## config.mk

```make
export PLATFORM = sky130hd
export DESIGN_NAME = grouped_device_slot_allocator_top
export DESIGN_NICKNAME = d
export VERILOG_FILES = /design/src/hw/rtl/gdsa_pkg.sv /design/src/hw/rtl/grouped_device_slot_allocator_top.sv /design/src/hw/rtl/gdsa_list.sv
export SDC_FILE = /design/constraint.sdc
export NUM_CORES = 1
export LEC_CHECK = 0
export BUFFER_PORTS_ARGS = -buffer_cell sky130_fd_sc_hd__buf_2
export CAP_MARGIN = 20
export CORE_UTILIZATION = 45
export CTS_CLUSTER_DIAMETER = 120
export DETAILED_ROUTE_END_ITERATION = 6
export PLACE_DENSITY = 0.7
export SKIP_CTS_REPAIR_TIMING = 1
export SLEW_MARGIN = 20
export SYNTH_ARGS = -nofsm -noshare
export SYNTH_HDL_FRONTEND = slang
export SYNTH_SLANG_ARGS = --single-unit
```

## constraint.sdc

```tcl
create_clock -name clock -period 14.6 [get_ports clock]
set_input_delay 1.46 -clock clock [delete_from_list [all_inputs] [get_ports clock]]
set_output_delay 1.46 -clock clock [all_outputs]
set_load 0.01 [all_outputs]
```

## src/hw/rtl/gdsa_pkg.sv

```systemverilog
// Shared types, constants and helpers for the grouped device slot allocator.
// Used by gdsa_list, grouped_device_slot_allocator_top and the testbench; depends on nothing.
package gdsa_pkg;

   localparam int SLOTS = 8;
   localparam int DEV_W = 3;
   localparam int CNT_W = 4;

   // Function codes of an input item.
   localparam logic [2:0] FUNC_ACQ_ONE  = 3'd0;
   localparam logic [2:0] FUNC_ACQ_MANY = 3'd1;
   localparam logic [2:0] FUNC_RELEASE  = 3'd2;
   localparam logic [2:0] FUNC_HEALTH   = 3'd3;
   localparam logic [2:0] FUNC_FAIL     = 3'd4;
   localparam logic [2:0] FUNC_RESTART  = 3'd5;

   // Register index of the only configuration register.
   localparam logic REG_INSTALL_MASK = 1'b0;

   // Operations on the free list storage.
   typedef enum logic [2:0] {
      LST_NOP,
      LST_POP,
      LST_PUSH,
      LST_CLEAR,
      LST_APPEND,
      LST_COMMIT
   } lst_op_type;

   typedef struct packed {
      lst_op_type         op;
      logic [DEV_W-1:0]   dev;
      logic [DEV_W-1:0]   rd_idx;
   } lst_cmd_type;

   typedef struct packed {
      logic [CNT_W-1:0]   length;
      logic [SLOTS-1:0]   free_mask;
      logic [DEV_W-1:0]   entry;
   } lst_stat_type;

   // Number of set bits in an 8-bit mask.
   function automatic logic [CNT_W-1:0] popcount8(input logic [SLOTS-1:0] v);
      logic [CNT_W-1:0] n;
      n = '0;
      for (int i = 0; i < SLOTS; i++) begin
         n = n + CNT_W'(v[i]);
      end
      return n;
   endfunction

endpackage

```

## src/hw/rtl/grouped_device_slot_allocator_top.sv

```systemverilog
// Grouped device slot allocator: sequencer, masks, result register, APB port.
// Depends on gdsa_pkg and gdsa_list.
// Acquire one, release and health fail go straight to the result register.
// Acquire many searches groups (up to 15 with four levels), walks the list, commits.
// Health report walks the devices, then the old free list; restart walks the devices.
// One item at a time; a new item is taken when the sequencer is idle, even
// while the previous result waits. Synchronous reset restores the power-up state.
module grouped_device_slot_allocator_top #(
   parameter int LEVELS = 4
) (
   input  logic        clock,
   input  logic        reset,
   input  logic        req_valid,
   output logic        req_stall,
   input  logic [2:0]  req_func,
   input  logic [3:0]  req_count,
   input  logic [2:0]  req_device,
   input  logic [7:0]  req_healthy_report,
   output logic        rsp_valid,
   input  logic        rsp_stall,
   output logic        rsp_status,
   output logic [7:0]  rsp_granted_mask,
   output logic [2:0]  rsp_granted_device,
   output logic [3:0]  rsp_total_slots,
   output logic [3:0]  rsp_free_slots,
   output logic [3:0]  rsp_used_slots,
   output logic [7:0]  rsp_lost_alerts,
   output logic        rsp_enabled_flag,
   input  logic        psel,
   input  logic        penable,
   input  logic        pwrite,
   input  logic [2:0]  paddr,
   input  logic [31:0] pwdata,
   output logic [31:0] prdata,
   output logic        pready
);

   typedef enum logic [2:0] {
      S_IDLE,
      S_WALK_DEV,
      S_WALK_LIST,
      S_SEARCH,
      S_GRANT,
      S_COMMIT,
      S_DONE
   } state_type;

   localparam logic [1:0] LAST_LEVEL = 2'(LEVELS - 1);

   state_type   state_ff, state_in;
   logic [2:0]  idx_ff, idx_in;
   logic [3:0]  count_ff, count_in;
   logic [1:0]  level_ff, level_in;
   logic [2:0]  group_ff, group_in;
   logic [3:0]  taken_ff, taken_in;
   logic [7:0]  grant_ff, grant_in;
   logic [2:0]  gdev_ff, gdev_in;
   logic        status_ff, status_in;
   logic        hr_ff, hr_in;
   logic [7:0]  walk_mask_ff, walk_mask_in;
   logic [7:0]  report_ff, report_in;
   logic [7:0]  healthy_ff, healthy_in;
   logic [7:0]  acquired_ff, acquired_in;
   logic [7:0]  lost_ff, lost_in;
   logic        enabled_ff, enabled_in;
   logic [7:0]  install_ff;

   logic        rsp_valid_ff, rsp_valid_in;
   logic        rsp_status_ff, rsp_status_in;
   logic [7:0]  rsp_grant_ff, rsp_grant_in;
   logic [2:0]  rsp_gdev_ff, rsp_gdev_in;
   logic [3:0]  rsp_total_ff, rsp_total_in;
   logic [3:0]  rsp_free_ff, rsp_free_in;
   logic [3:0]  rsp_used_ff, rsp_used_in;
   logic [7:0]  rsp_lost_ff, rsp_lost_in;
   logic        rsp_enabled_ff, rsp_enabled_in;

   gdsa_pkg::lst_cmd_type  lst_cmd;
   gdsa_pkg::lst_stat_type lst_stat;

   logic [7:0]  group_mask;
   logic [3:0]  group_hits;
   logic [3:0]  total_cnt;
   logic [7:0]  lost_new;
   logic [7:0]  returning;
   logic [2:0]  entry_group;
   logic        rsp_slot_free;

   gdsa_list u_list (
      .clock (clock),
      .reset (reset),
      .cmd   (lst_cmd),
      .stat  (lst_stat)
   );

   // Configuration port: one register, always ready.
   assign pready = 1'b1;
   assign prdata = {24'd0, install_ff};

   always_ff @(posedge clock) begin
      if (reset) begin
         install_ff <= 8'hFF;
      end else if (psel && penable && pwrite && pready
                   && paddr[2] == gdsa_pkg::REG_INSTALL_MASK) begin
         install_ff <= pwdata[7:0];
      end
   end

   // Shared compare unit: free members of the current group against the count.
   always_comb begin
      for (int d = 0; d < gdsa_pkg::SLOTS; d++) begin
         group_mask[d] = ((3'(d) >> level_ff) == group_ff);
      end
   end
   assign group_hits  = gdsa_pkg::popcount8(lst_stat.free_mask & group_mask);
   assign entry_group = lst_stat.entry >> level_ff;
   assign total_cnt   = gdsa_pkg::popcount8(healthy_ff);
   assign lost_new    = lost_ff | (healthy_ff & ~req_healthy_report);
   assign returning   = req_healthy_report & lost_new;

   assign req_stall     = (state_ff != S_IDLE);
   assign rsp_slot_free = !rsp_valid_ff || !rsp_stall;

   // Sequencer next-state logic.
   always_comb begin
      state_in       = state_ff;
      idx_in         = idx_ff;
      count_in       = count_ff;
      level_in       = level_ff;
      group_in       = group_ff;
      taken_in       = taken_ff;
      grant_in       = grant_ff;
      gdev_in        = gdev_ff;
      status_in      = status_ff;
      hr_in          = hr_ff;
      walk_mask_in   = walk_mask_ff;
      report_in      = report_ff;
      healthy_in     = healthy_ff;
      acquired_in    = acquired_ff;
      lost_in        = lost_ff;
      enabled_in     = enabled_ff;
      rsp_valid_in   = rsp_valid_ff && rsp_stall;
      rsp_status_in  = rsp_status_ff;
      rsp_grant_in   = rsp_grant_ff;
      rsp_gdev_in    = rsp_gdev_ff;
      rsp_total_in   = rsp_total_ff;
      rsp_free_in    = rsp_free_ff;
      rsp_used_in    = rsp_used_ff;
      rsp_lost_in    = rsp_lost_ff;
      rsp_enabled_in = rsp_enabled_ff;
      lst_cmd.op     = gdsa_pkg::LST_NOP;
      lst_cmd.dev    = '0;
      lst_cmd.rd_idx = idx_ff;

      case (state_ff)
         S_IDLE: begin
            if (req_valid) begin
               status_in = 1'b0;
               grant_in  = '0;
               gdev_in   = '0;
               count_in  = req_count;
               idx_in    = '0;
               state_in  = S_DONE;
               case (req_func)
                  gdsa_pkg::FUNC_ACQ_ONE: begin
                     if (lst_stat.length == '0) begin
                        status_in = 1'b1;
                     end else begin
                        lst_cmd.rd_idx = 3'(lst_stat.length - 4'd1);
                        lst_cmd.op     = gdsa_pkg::LST_POP;
                        gdev_in        = lst_stat.entry;
                        grant_in       = 8'(1) << lst_stat.entry;
                        acquired_in    = acquired_ff | (8'(1) << lst_stat.entry);
                     end
                  end
                  gdsa_pkg::FUNC_ACQ_MANY: begin
                     if (req_count > lst_stat.length) begin
                        status_in = 1'b1;
                     end else if (req_count != '0) begin
                        level_in = '0;
                        group_in = '0;
                        state_in = S_SEARCH;
                     end
                  end
                  gdsa_pkg::FUNC_RELEASE: begin
                     if (acquired_ff[req_device]) begin
                        acquired_in[req_device] = 1'b0;
                        if (healthy_ff[req_device]) begin
                           lst_cmd.op  = gdsa_pkg::LST_PUSH;
                           lst_cmd.dev = req_device;
                        end else begin
                           lost_in[req_device] = 1'b1;
                        end
                     end
                  end
                  gdsa_pkg::FUNC_HEALTH: begin
                     lost_in      = lost_new & ~returning;
                     walk_mask_in = returning & ~acquired_ff;
                     report_in    = req_healthy_report;
                     healthy_in   = req_healthy_report;
                     enabled_in   = 1'b1;
                     hr_in        = 1'b1;
                     lst_cmd.op   = gdsa_pkg::LST_CLEAR;
                     state_in     = S_WALK_DEV;
                  end
                  gdsa_pkg::FUNC_FAIL: begin
                     enabled_in = 1'b0;
                  end
                  gdsa_pkg::FUNC_RESTART: begin
                     healthy_in   = install_ff;
                     acquired_in  = '0;
                     lost_in      = '0;
                     enabled_in   = 1'b0;
                     walk_mask_in = install_ff;
                     hr_in        = 1'b0;
                     lst_cmd.op   = gdsa_pkg::LST_CLEAR;
                     state_in     = S_WALK_DEV;
                  end
                  default: begin
                  end
               endcase
            end
         end

         // Append the marked devices in ascending order.
         S_WALK_DEV: begin
            if (walk_mask_ff[idx_ff]) begin
               lst_cmd.op  = gdsa_pkg::LST_APPEND;
               lst_cmd.dev = idx_ff;
            end
            if (idx_ff == 3'(gdsa_pkg::SLOTS - 1)) begin
               idx_in = '0;
               if (hr_ff && lst_stat.length != '0) begin
                  state_in = S_WALK_LIST;
               end else begin
                  state_in = S_COMMIT;
               end
            end else begin
               idx_in = idx_ff + 1'b1;
            end
         end

         // Keep reported entries of the old list, skipping ones already placed.
         S_WALK_LIST: begin
            if (report_ff[lst_stat.entry] && !walk_mask_ff[lst_stat.entry]) begin
               lst_cmd.op                   = gdsa_pkg::LST_APPEND;
               lst_cmd.dev                  = lst_stat.entry;
               walk_mask_in[lst_stat.entry] = 1'b1;
            end
            if (4'(idx_ff) == lst_stat.length - 4'd1) begin
               state_in = S_COMMIT;
            end else begin
               idx_in = idx_ff + 1'b1;
            end
         end

         // One group per cycle, levels ascending, groups ascending.
         S_SEARCH: begin
            if (group_hits != '0 && group_hits >= count_ff) begin
               idx_in     = '0;
               taken_in   = '0;
               lst_cmd.op = gdsa_pkg::LST_CLEAR;
               state_in   = S_GRANT;
            end else if (group_ff == (3'(gdsa_pkg::SLOTS - 1) >> level_ff)) begin
               if (level_ff == LAST_LEVEL) begin
                  status_in = 1'b1;
                  state_in  = S_DONE;
               end else begin
                  level_in = level_ff + 1'b1;
                  group_in = '0;
               end
            end else begin
               group_in = group_ff + 1'b1;
            end
         end

         // Walk the list: grant group members until the count is met, keep the rest.
         S_GRANT: begin
            if (entry_group == group_ff && taken_ff < count_ff) begin
               grant_in[lst_stat.entry] = 1'b1;
               taken_in                 = taken_ff + 1'b1;
            end else begin
               lst_cmd.op  = gdsa_pkg::LST_APPEND;
               lst_cmd.dev = lst_stat.entry;
            end
            if (4'(idx_ff) == lst_stat.length - 4'd1) begin
               state_in = S_COMMIT;
            end else begin
               idx_in = idx_ff + 1'b1;
            end
         end

         S_COMMIT: begin
            lst_cmd.op  = gdsa_pkg::LST_COMMIT;
            acquired_in = acquired_ff | grant_ff;
            state_in    = S_DONE;
         end

         // Load the result register once it is free.
         S_DONE: begin
            if (rsp_slot_free) begin
               rsp_valid_in   = 1'b1;
               rsp_status_in  = status_ff;
               rsp_grant_in   = grant_ff;
               rsp_gdev_in    = gdev_ff;
               rsp_lost_in    = lost_ff;
               rsp_enabled_in = enabled_ff;
               if (enabled_ff) begin
                  rsp_total_in = total_cnt;
                  rsp_free_in  = lst_stat.length;
                  rsp_used_in  = (total_cnt >= lst_stat.length) ?
                                 total_cnt - lst_stat.length : 4'd0;
               end else begin
                  rsp_total_in = '0;
                  rsp_free_in  = '0;
                  rsp_used_in  = '0;
               end
               state_in = S_IDLE;
            end
         end

         default: begin
            state_in = S_IDLE;
         end
      endcase
   end

   // State, masks and registered outputs.
   always_ff @(posedge clock) begin
      if (reset) begin
         state_ff     <= S_IDLE;
         idx_ff       <= '0;
         hr_ff        <= 1'b0;
         healthy_ff   <= 8'hFF;
         acquired_ff  <= '0;
         lost_ff      <= '0;
         enabled_ff   <= 1'b0;
         rsp_valid_ff <= 1'b0;
      end else begin
         state_ff     <= state_in;
         idx_ff       <= idx_in;
         hr_ff        <= hr_in;
         healthy_ff   <= healthy_in;
         acquired_ff  <= acquired_in;
         lost_ff      <= lost_in;
         enabled_ff   <= enabled_in;
         rsp_valid_ff <= rsp_valid_in;
      end
      count_ff       <= count_in;
      level_ff       <= level_in;
      group_ff       <= group_in;
      taken_ff       <= taken_in;
      grant_ff       <= grant_in;
      gdev_ff        <= gdev_in;
      status_ff      <= status_in;
      walk_mask_ff   <= walk_mask_in;
      report_ff      <= report_in;
      rsp_status_ff  <= rsp_status_in;
      rsp_grant_ff   <= rsp_grant_in;
      rsp_gdev_ff    <= rsp_gdev_in;
      rsp_total_ff   <= rsp_total_in;
      rsp_free_ff    <= rsp_free_in;
      rsp_used_ff    <= rsp_used_in;
      rsp_lost_ff    <= rsp_lost_in;
      rsp_enabled_ff <= rsp_enabled_in;
   end

   assign rsp_valid          = rsp_valid_ff;
   assign rsp_status         = rsp_status_ff;
   assign rsp_granted_mask   = rsp_grant_ff;
   assign rsp_granted_device = rsp_gdev_ff;
   assign rsp_total_slots    = rsp_total_ff;
   assign rsp_free_slots     = rsp_free_ff;
   assign rsp_used_slots     = rsp_used_ff;
   assign rsp_lost_alerts    = rsp_lost_ff;
   assign rsp_enabled_flag   = rsp_enabled_ff;

endmodule

```

## src/hw/rtl/gdsa_list.sv

```systemverilog
// Ordered free list storage with a scratch list used to rebuild it.
// Depends on gdsa_pkg for the command and status types.
module gdsa_list (
   input  logic                 clock,
   input  logic                 reset,
   input  gdsa_pkg::lst_cmd_type cmd,
   output gdsa_pkg::lst_stat_type stat
);

   logic [gdsa_pkg::DEV_W-1:0] list_ff    [gdsa_pkg::SLOTS];
   logic [gdsa_pkg::DEV_W-1:0] scratch_ff [gdsa_pkg::SLOTS];
   logic [gdsa_pkg::CNT_W-1:0] length_ff;
   logic [gdsa_pkg::CNT_W-1:0] scr_n_ff;
   logic [gdsa_pkg::SLOTS-1:0] free_mask;

   // Membership mask of the devices held in the valid part of the list.
   always_comb begin
      free_mask = '0;
      for (int i = 0; i < gdsa_pkg::SLOTS; i++) begin
         if (gdsa_pkg::CNT_W'(i) < length_ff) begin
            free_mask[list_ff[i]] = 1'b1;
         end
      end
   end

   assign stat.length    = length_ff;
   assign stat.free_mask = free_mask;
   assign stat.entry     = list_ff[cmd.rd_idx];

   // The list resets to ascending device indices; the scratch list is payload.
   always_ff @(posedge clock) begin
      if (reset) begin
         for (int i = 0; i < gdsa_pkg::SLOTS; i++) begin
            list_ff[i] <= gdsa_pkg::DEV_W'(i);
         end
         length_ff <= gdsa_pkg::CNT_W'(gdsa_pkg::SLOTS);
         scr_n_ff  <= '0;
      end else begin
         case (cmd.op)
            gdsa_pkg::LST_POP: begin
               if (length_ff != '0) begin
                  length_ff <= length_ff - 1'b1;
               end
            end
            gdsa_pkg::LST_PUSH: begin
               if (length_ff < gdsa_pkg::CNT_W'(gdsa_pkg::SLOTS)) begin
                  list_ff[length_ff[gdsa_pkg::DEV_W-1:0]] <= cmd.dev;
                  length_ff <= length_ff + 1'b1;
               end
            end
            gdsa_pkg::LST_CLEAR: begin
               scr_n_ff <= '0;
            end
            gdsa_pkg::LST_APPEND: begin
               if (scr_n_ff < gdsa_pkg::CNT_W'(gdsa_pkg::SLOTS)) begin
                  scratch_ff[scr_n_ff[gdsa_pkg::DEV_W-1:0]] <= cmd.dev;
                  scr_n_ff <= scr_n_ff + 1'b1;
               end
            end
            gdsa_pkg::LST_COMMIT: begin
               for (int i = 0; i < gdsa_pkg::SLOTS; i++) begin
                  list_ff[i] <= scratch_ff[i];
               end
               length_ff <= scr_n_ff;
            end
            default: begin
            end
         endcase
      end
   end

endmodule

```

# Word level (Yosys, flattened, before mapping)
# Memories as Yosys holds them, arrays and structs flattened.
# Cells that the tools add are included.
[word_totals]
reg_bits = 123
ram_bits = 48
in_bits = 60
memories = 2
[op_classes]
add_sub_neg = 22
magnitude_cmp = 35
eq_ne = 56
shifts = 10
muxes = 148
bitwise = 33
n_reduce_logical = 63
[mem_list]
columns = ["memory", "depth", "width", "rd", "rd_clocked_by_memory_dff", "wr", "line_no", "rtl"]
rows = [
  ["u_list.list_ff", 8, 3, 9, 0, 8, "gdsa_list.sv:10", "logic [gdsa_pkg::DEV_W-1:0] list_ff [gdsa_pkg::SLOTS];"],
  ["u_list.scratch_ff", 8, 3, 8, 0, 1, "gdsa_list.sv:11", "logic [gdsa_pkg::DEV_W-1:0] scratch_ff [gdsa_pkg::SLOTS];"],
]
[op_table]
columns = ["op", "count"]
rows = [
  ["two-way mux 8 bit", 19],
  ["two-way mux 3 bit", 35],
  ["bitwise OR 8 bit", 13],
  ["one-hot mux 8 bit (2 select lines)", 5],
  ["bitwise AND 8 bit", 6],
  ["one-hot mux 8 bit (3 select lines)", 2],
  ["less-than comparator 3 x 4 -> 1 bit (second input constant)", 11],
  ["two-way mux 1 bit", 38],
  ["one-hot mux 3 bit (6 select lines)", 2],
  ["adder 4 x 1 -> 4 bit", 8],
  ["!= test 2 bit (second input constant)", 16],
  ["inverter 8 bit", 4],
  ["demux 1 bit (select 3 bit)", 10],
  ["== test 3 bit", 10],
  [">= comparator 3 x 1 -> 1 bit (second input constant)", 10],
  ["== test 3 bit (second input constant)", 8],
  ["two-way mux 6 bit", 4],
  ["one-hot mux 3 bit (4 select lines)", 2],
  ["two-way mux 4 bit", 5],
  ["== test 3 x 2 -> 1 bit (second input constant)", 6],
  ["logical AND 1 bit", 18],
  ["AND reduction 3 bit", 6],
  ["less-than comparator 3 x 4 -> 1 bit (first input constant)", 4],
  ["two-way mux 2 bit", 8],
  ["other kinds (52)", 117],
]

# Longest topological paths before layout
# An unclocked memory read counts as a cell.
[depth]
depth_word = 38
mapped_depth = 28
ltp_nobuf = 25

# By module
# From an unflattened synthesis, not the netlist that was laid out.
[hier_totals]
hier_cells = 1046
area_unflattened_um2 = 10436.3
[by_module_without_submodules]
columns = ["module", "n_inst", "cells_each", "area_per_inst_um2", "seq_area_each_um2"]
rows = [
  ["grouped_device_slot_allocator_top", 1, 720, 7019.2, 3042.9],
  ["gdsa_list", 1, 326, 3417.0, 1601.5],
]

# Least setup slack after synthesis
# Ideal clock, no wire load.
[synth_timing]
path_kind = "flip-flop to flip-flop"
start = "reg u_list.length_ff[1] (netlist bit)"
end = "mem u_list.scratch_ff[0][0] (netlist bit) (enable)"
arrival_ps = 6321
required_ps = 14229
slack_ps = 7908
path_stages_with_launch = 24
path_cell_list = "dfxtp_1 > clkbuf_1 > inv_1 > ha_1 > buf_4 > nor2_1 > o21ai_0 > o311a_1 > a2111o_1 > fa_1 > fa_1 > inv_1 > fa_1 > ha_1 > fa_1 > ha_1 > a21o_1 > a21o_1 > a21oi_1 > nor2_1 > a21o_1 > nor4_1 > o31ai_4 > nor4_1"
[synth_via]
elab_chain_cells = 32
word_cells_on_any_way = 60
[synth_rtl]
columns = ["item", "line_no", "rtl"]
rows = [
  ["start: declaration", "gdsa_list.sv:12", "logic [gdsa_pkg::CNT_W-1:0] length_ff;"],
  ["start signal: assignment", "gdsa_list.sv:36", "length_ff <= gdsa_pkg::CNT_W'(gdsa_pkg::SLOTS);"],
  ["start signal: assignment", "gdsa_list.sv:42", "length_ff <= length_ff - 1'b1;"],
  ["start signal: assignment", "gdsa_list.sv:48", "length_ff <= length_ff + 1'b1;"],
  ["less-than comparator 1 x 4 -> 1 bit", "gdsa_list.sv:20", "if (gdsa_pkg::CNT_W'(i) < length_ff) begin"],
  ["two-way mux 8 bit", "gdsa_list.sv:20", ""],
  ["bitwise OR 8 bit (no line)", "-", ""],
  ["two-way mux 8 bit", "gdsa_list.sv:20", ""],
  ["bitwise OR 8 bit (no line)", "-", ""],
  ["two-way mux 8 bit", "gdsa_list.sv:20", ""],
  ["bitwise OR 8 bit (no line)", "-", ""],
  ["two-way mux 8 bit", "gdsa_list.sv:20", ""],
  ["[... 16 more ...]", "-", ""],
  [">= comparator 4 bit or nonzero test 4 bit (tied branches)", "grouped_device_slot_allocator_top.sv:259", "if (group_hits != '0 && group_hits >= count_ff) begin"],
  ["logical AND 1 bit", "grouped_device_slot_allocator_top.sv:259", ""],
  ["two-way mux 2 bit", "grouped_device_slot_allocator_top.sv:259", ""],
  ["one-hot mux 3 bit (6 select lines) *", "grouped_device_slot_allocator_top.sv:155", "case (state_ff)"],
  ["== test 3 bit *", "gdsa_list.sv:39", "case (cmd.op)"],
  ["two-way mux 1 bit *", "gdsa_list.sv:39", ""],
  ["two-way mux 1 bit *", "gdsa_list.sv:32", "if (reset) begin"],
  ["two-way mux 1 bit (not written as such) *", "gdsa_list.sv:56", "scratch_ff[scr_n_ff[gdsa_pkg::DEV_W-1:0]] <= cmd.dev;"],
  ["end: declaration", "gdsa_list.sv:11", ""],
]
# Mark *: on every way between the ends. The rest lies on a longest branch, timed or not. The select of a mux whose other input is x is not followed.

# Worst setup path after layout
[layout_timing]
start = "reg u_list.length_ff[1] (netlist bit)"
end = "mem u_list.scratch_ff[0][1] (netlist bit) (enable)"
# The elaborated chain is that of the path after synthesis.

==> results.toml <==
[critical_path]
timing.critical_path.slowest_stage_cell = "sky130_fd_sc_hd__nor4_1"
critical_path.max_fanout = 12
critPathMaxStageDelay_ps = 650
critical-path-top-cell-by-count = "sky130_fd_sc_hd__fa_1"
cp.required_ps = 14670
start_kind = "flop"
cp-end-kind = "flop"
crit_path_cell_trace = "inv_1 > ha_1 > nor2_1 > o21ai_0 > o311a_1 > a2111o_1 > fa_1 > fa_1 > inv_1 > fa_1 > ha_1 > fa_1 > ha_1 > a21o_1 > a21o_1 > a21oi_1 > nor2_1 > a21o_1 > nor4_1 > o31ai_4 > nor4_1"
r2r_setup_slack_ps = 7000
worst_ep_arrival_time_ps = 7670
category_of_the_critical_setup_timing_path = "flop to flop"

[run_status]
run_status = "finished, final reports clean"

[flow_run]
cap_violations = 0

[finish]
layout-area-overhead-vs-synth_pct = 10.3
mostFrequentLayoutCell = "sky130_fd_sc_hd__nand2_1"
final_nets = 1224
drive_above_1_share_pct = 13.1
most-common-layout-cells = "sky130_fd_sc_hd__nand2_1, sky130_fd_sc_hd__edfxtp_1, sky130_fd_sc_hd__nor2_1, sky130_fd_sc_hd__buf_2, sky130_fd_sc_hd__a21oi_1"
postLayoutCoreUtil_pct = 50.5
filler_cell_count = 2012

[clock_network]
clk_pin_slew_ps = 70
cell_at_the_root_of_the_clock_tree = "sky130_fd_sc_hd__clkbuf_16"
cts_tree = "done"
numCtsBuffers = 17
clock_sink_count = 171
insertion_delay_ps = 450
ctsHtreeMaxLevel = 4
max-clock-path-buffers = 2

[timing]
clock-skew-final_ps = 16.9
highest_clock_rate_ghz = 0.132
grt_setup_unrepaired = "false"
worst_slew_pin_slew_ps = 1060
timing.final.crit_share_pct = 52.0
final_setup_fails = 0
finalWorstSetupSlack_ps = 7000
drv_slew = 0
min_period_ps = 7600
final_hold_viol_count = 0
finalHoldWorstSlack_ps = 420
totalNegativeSetupSlack_ps = 0
slew_headroom_pct = 29.0

[route]
detailedRoute.firstPassIterationCount = 6
via_count = 8587
initialDrtViolationCount = 1205
drc_violations_left = 0
average_detailed_routed_wire_length_per_instance_um = 19.8
route.layer.met1.wl_um = 12300
drt.antenna.violating_nets = 0
met3_length_um = 2590
viasPerCell = 6.05
dr.max_layer_used = "met5"
met2RoutedLength_um = 12600
route.final.wire_length_um = 28100

[floorplanning]
initial_core_util_pct = 45.8
core-area_um2 = 22600
io_pins = 128
core.rowCount = 55
fp.dieArea_um2 = 23700
die_height_um = 154
die-width_um = 154

[power]
internal-power_mw = 1.04
vdd_drop_max_uv = 68.5
share_seq_of_total_power_pct = 40.6
p_per_area_nw_per_um2 = 144
leakage_nw = 4.32
clkPwrFrac_pct = 29.4
portion_of_total_power_attributed_to_combinational_logic_pct = 30.0
p_switching_mw = 0.604
power.share.switching_pct = 36.7

[synthesis]
synth_sequential_area_ratio_pct = 44.8
synth_warnings = 0
synth_edf_count = 122
synth_top_flop_cell = "sky130_fd_sc_hd__edfxtp_1"
ys_seq_elements = 171
synth_cell_types = 82
syn_area_per_cell_um2 = 9.57
netlist_area_um2 = 10400
synth_async_sr_flop_share_pct = 0
netlist_instances = 1084

[placed_design]
globalplace.congestion = 0.923
io_buffers = 76
dp_slack_ps = 7040
dp_hpwl_um = 20600

[worst_hold_path]
hold_path_class = "flop to flop"

[grt]
grt_pass1_vias = 7787
antenna_found_initial = 2
global_route.usage.total_pct = 23.9
gr-total-overflow = 0
grt_max_degree = 42
global_route_wire_length_before_repair_um = 43800
-- cells in the mapped netlist (all sizes together), types with 4 or more instances --
master	number	area, µm²
o22ai	14	87.6
o31ai	4	43.8
inv	41	154
nor2b	11	68.8
clkbuf	43	163
a22oi	18	149
fa	9	180
o32ai	11	96.3
nand2	140	533
nand4b	9	78.8
mux2i	21	226
a32oi	9	78.8
xor2	10	87.6
nand3b	5	37.5
and2	16	103
nand2b	27	169
buf	44	320
a21oi	58	290
mux2	9	101
nand3	39	208
o221ai	5	43.8
mux4	9	203
a211oi	10	75.1
a21o	8	60.1
xnor2	13	114
and3	8	50.1
nor3b	9	72.6
ha	35	438
edfxtp	122	3660
dfxtp	49	981
or2	5	31.3
nand4	8	50.1
o21a	4	30.0
o2111ai	4	35.0
nor3	33	181
a31oi	20	146
nor2	109	412
a311oi	6	52.6
nor4	6	37.5
o21ai	53	269
-- cells by family (layout without fill, tap and decap cells) --
logic type / after synthesis / after routing / synth area share [%]
flip-flops: 171 / 171 / 44.8
adder cells (fa/ha/maj): 44 / 44 / 5.96
AO/OA/AOI/OAI: 242 / 242 / 15.6
other: 2 / 26 / 0.0724
multiplexers: 39 / 39 / 5.12
buffers and inverters: 129 / 155 / 6.23
AND/OR/NAND/NOR: 434 / 434 / 20.3
XOR/XNOR: 23 / 23 / 1.94
-- worst max-delay path, delay by kind of cell, from the launching register on --
| family | cells | cell delay [ps] |
|---|---|---|
| buffers and inverters | 2 | 360 |
| and+or+nand+nor | 4 | 1430 |
| AOI/OAI and AO/OA | 8 | 1940 |
| DFF | 1 | 570 |
| adders and majority gates | 7 | 2900 |
-- final cells by class --
type	count	area (µm²)	share of cell area, %
multi-input combinational	807	5180	45.3
sequential	171	4640	40.6
timing repair buffer	81	438	3.83
clock buffer	17	425	3.72
tap	285	357	3.12
clock inverter	15	225	1.97
inverter	42	163	1.42
antenna	1	2.50	0.0219
-- power groups by stage --
stage          clock, mW  sequential, mW  combinational (mW)
6_report           0.485           0.668               0.494
5_1_grt            0.508           0.675               0.542
4_1_cts            0.487           0.665               0.486
3_5_place_dp           0           0.675               0.483
3_3_place_gp           0           0.674               0.472
2_1_floorplan          0           0.631               0.397
-- flip-flops by register name (all words and copies together) (netlist names), 8 cells and up --
signal and count:
install_ff 8, report_ff 8, rsp_lost_alerts 8, healthy_ff 8, rsp_granted_mask 8, grant_ff 8
u_list.scratch_ff 24, acquired_ff 8, walk_mask_ff 8, lost_ff 8, u_list.list_ff 24
-- per-stage QoR --
stage	power, mW	cell area [µm²]	std cells
final	1.65	11400	1419
after global routing	1.72	11400	1418
after CTS	1.64	11400	1417
after detailed placement	1.16	10800	1385
after global placement	1.15	10800	1385
after floorplan	1.03	10500	1107
-- layer usage --
layer,GRT usage [%],up-vias
li1,-,3996
met1,34.1,4061
met2,36.3,480
met3,4.93,48
met4,7.62,2
met5,0,-
-- path summary, 6_finish.rpt --
| kind | start | endpoint | cells after the start |
|---|---|---|---|
| hold reg to reg | gdev_ff[1] | rsp_granted_device[1] | 0 |
| setup reg to reg | u_list.length_ff[1] | u_list.scratch_ff[0][1] | 21 |
| hold / removal | gdev_ff[1] | rsp_granted_device[1] | 0 |
| setup / recovery | u_list.length_ff[1] | u_list.scratch_ff[0][1] | 21 |
(Power assumes the default switching activity.)
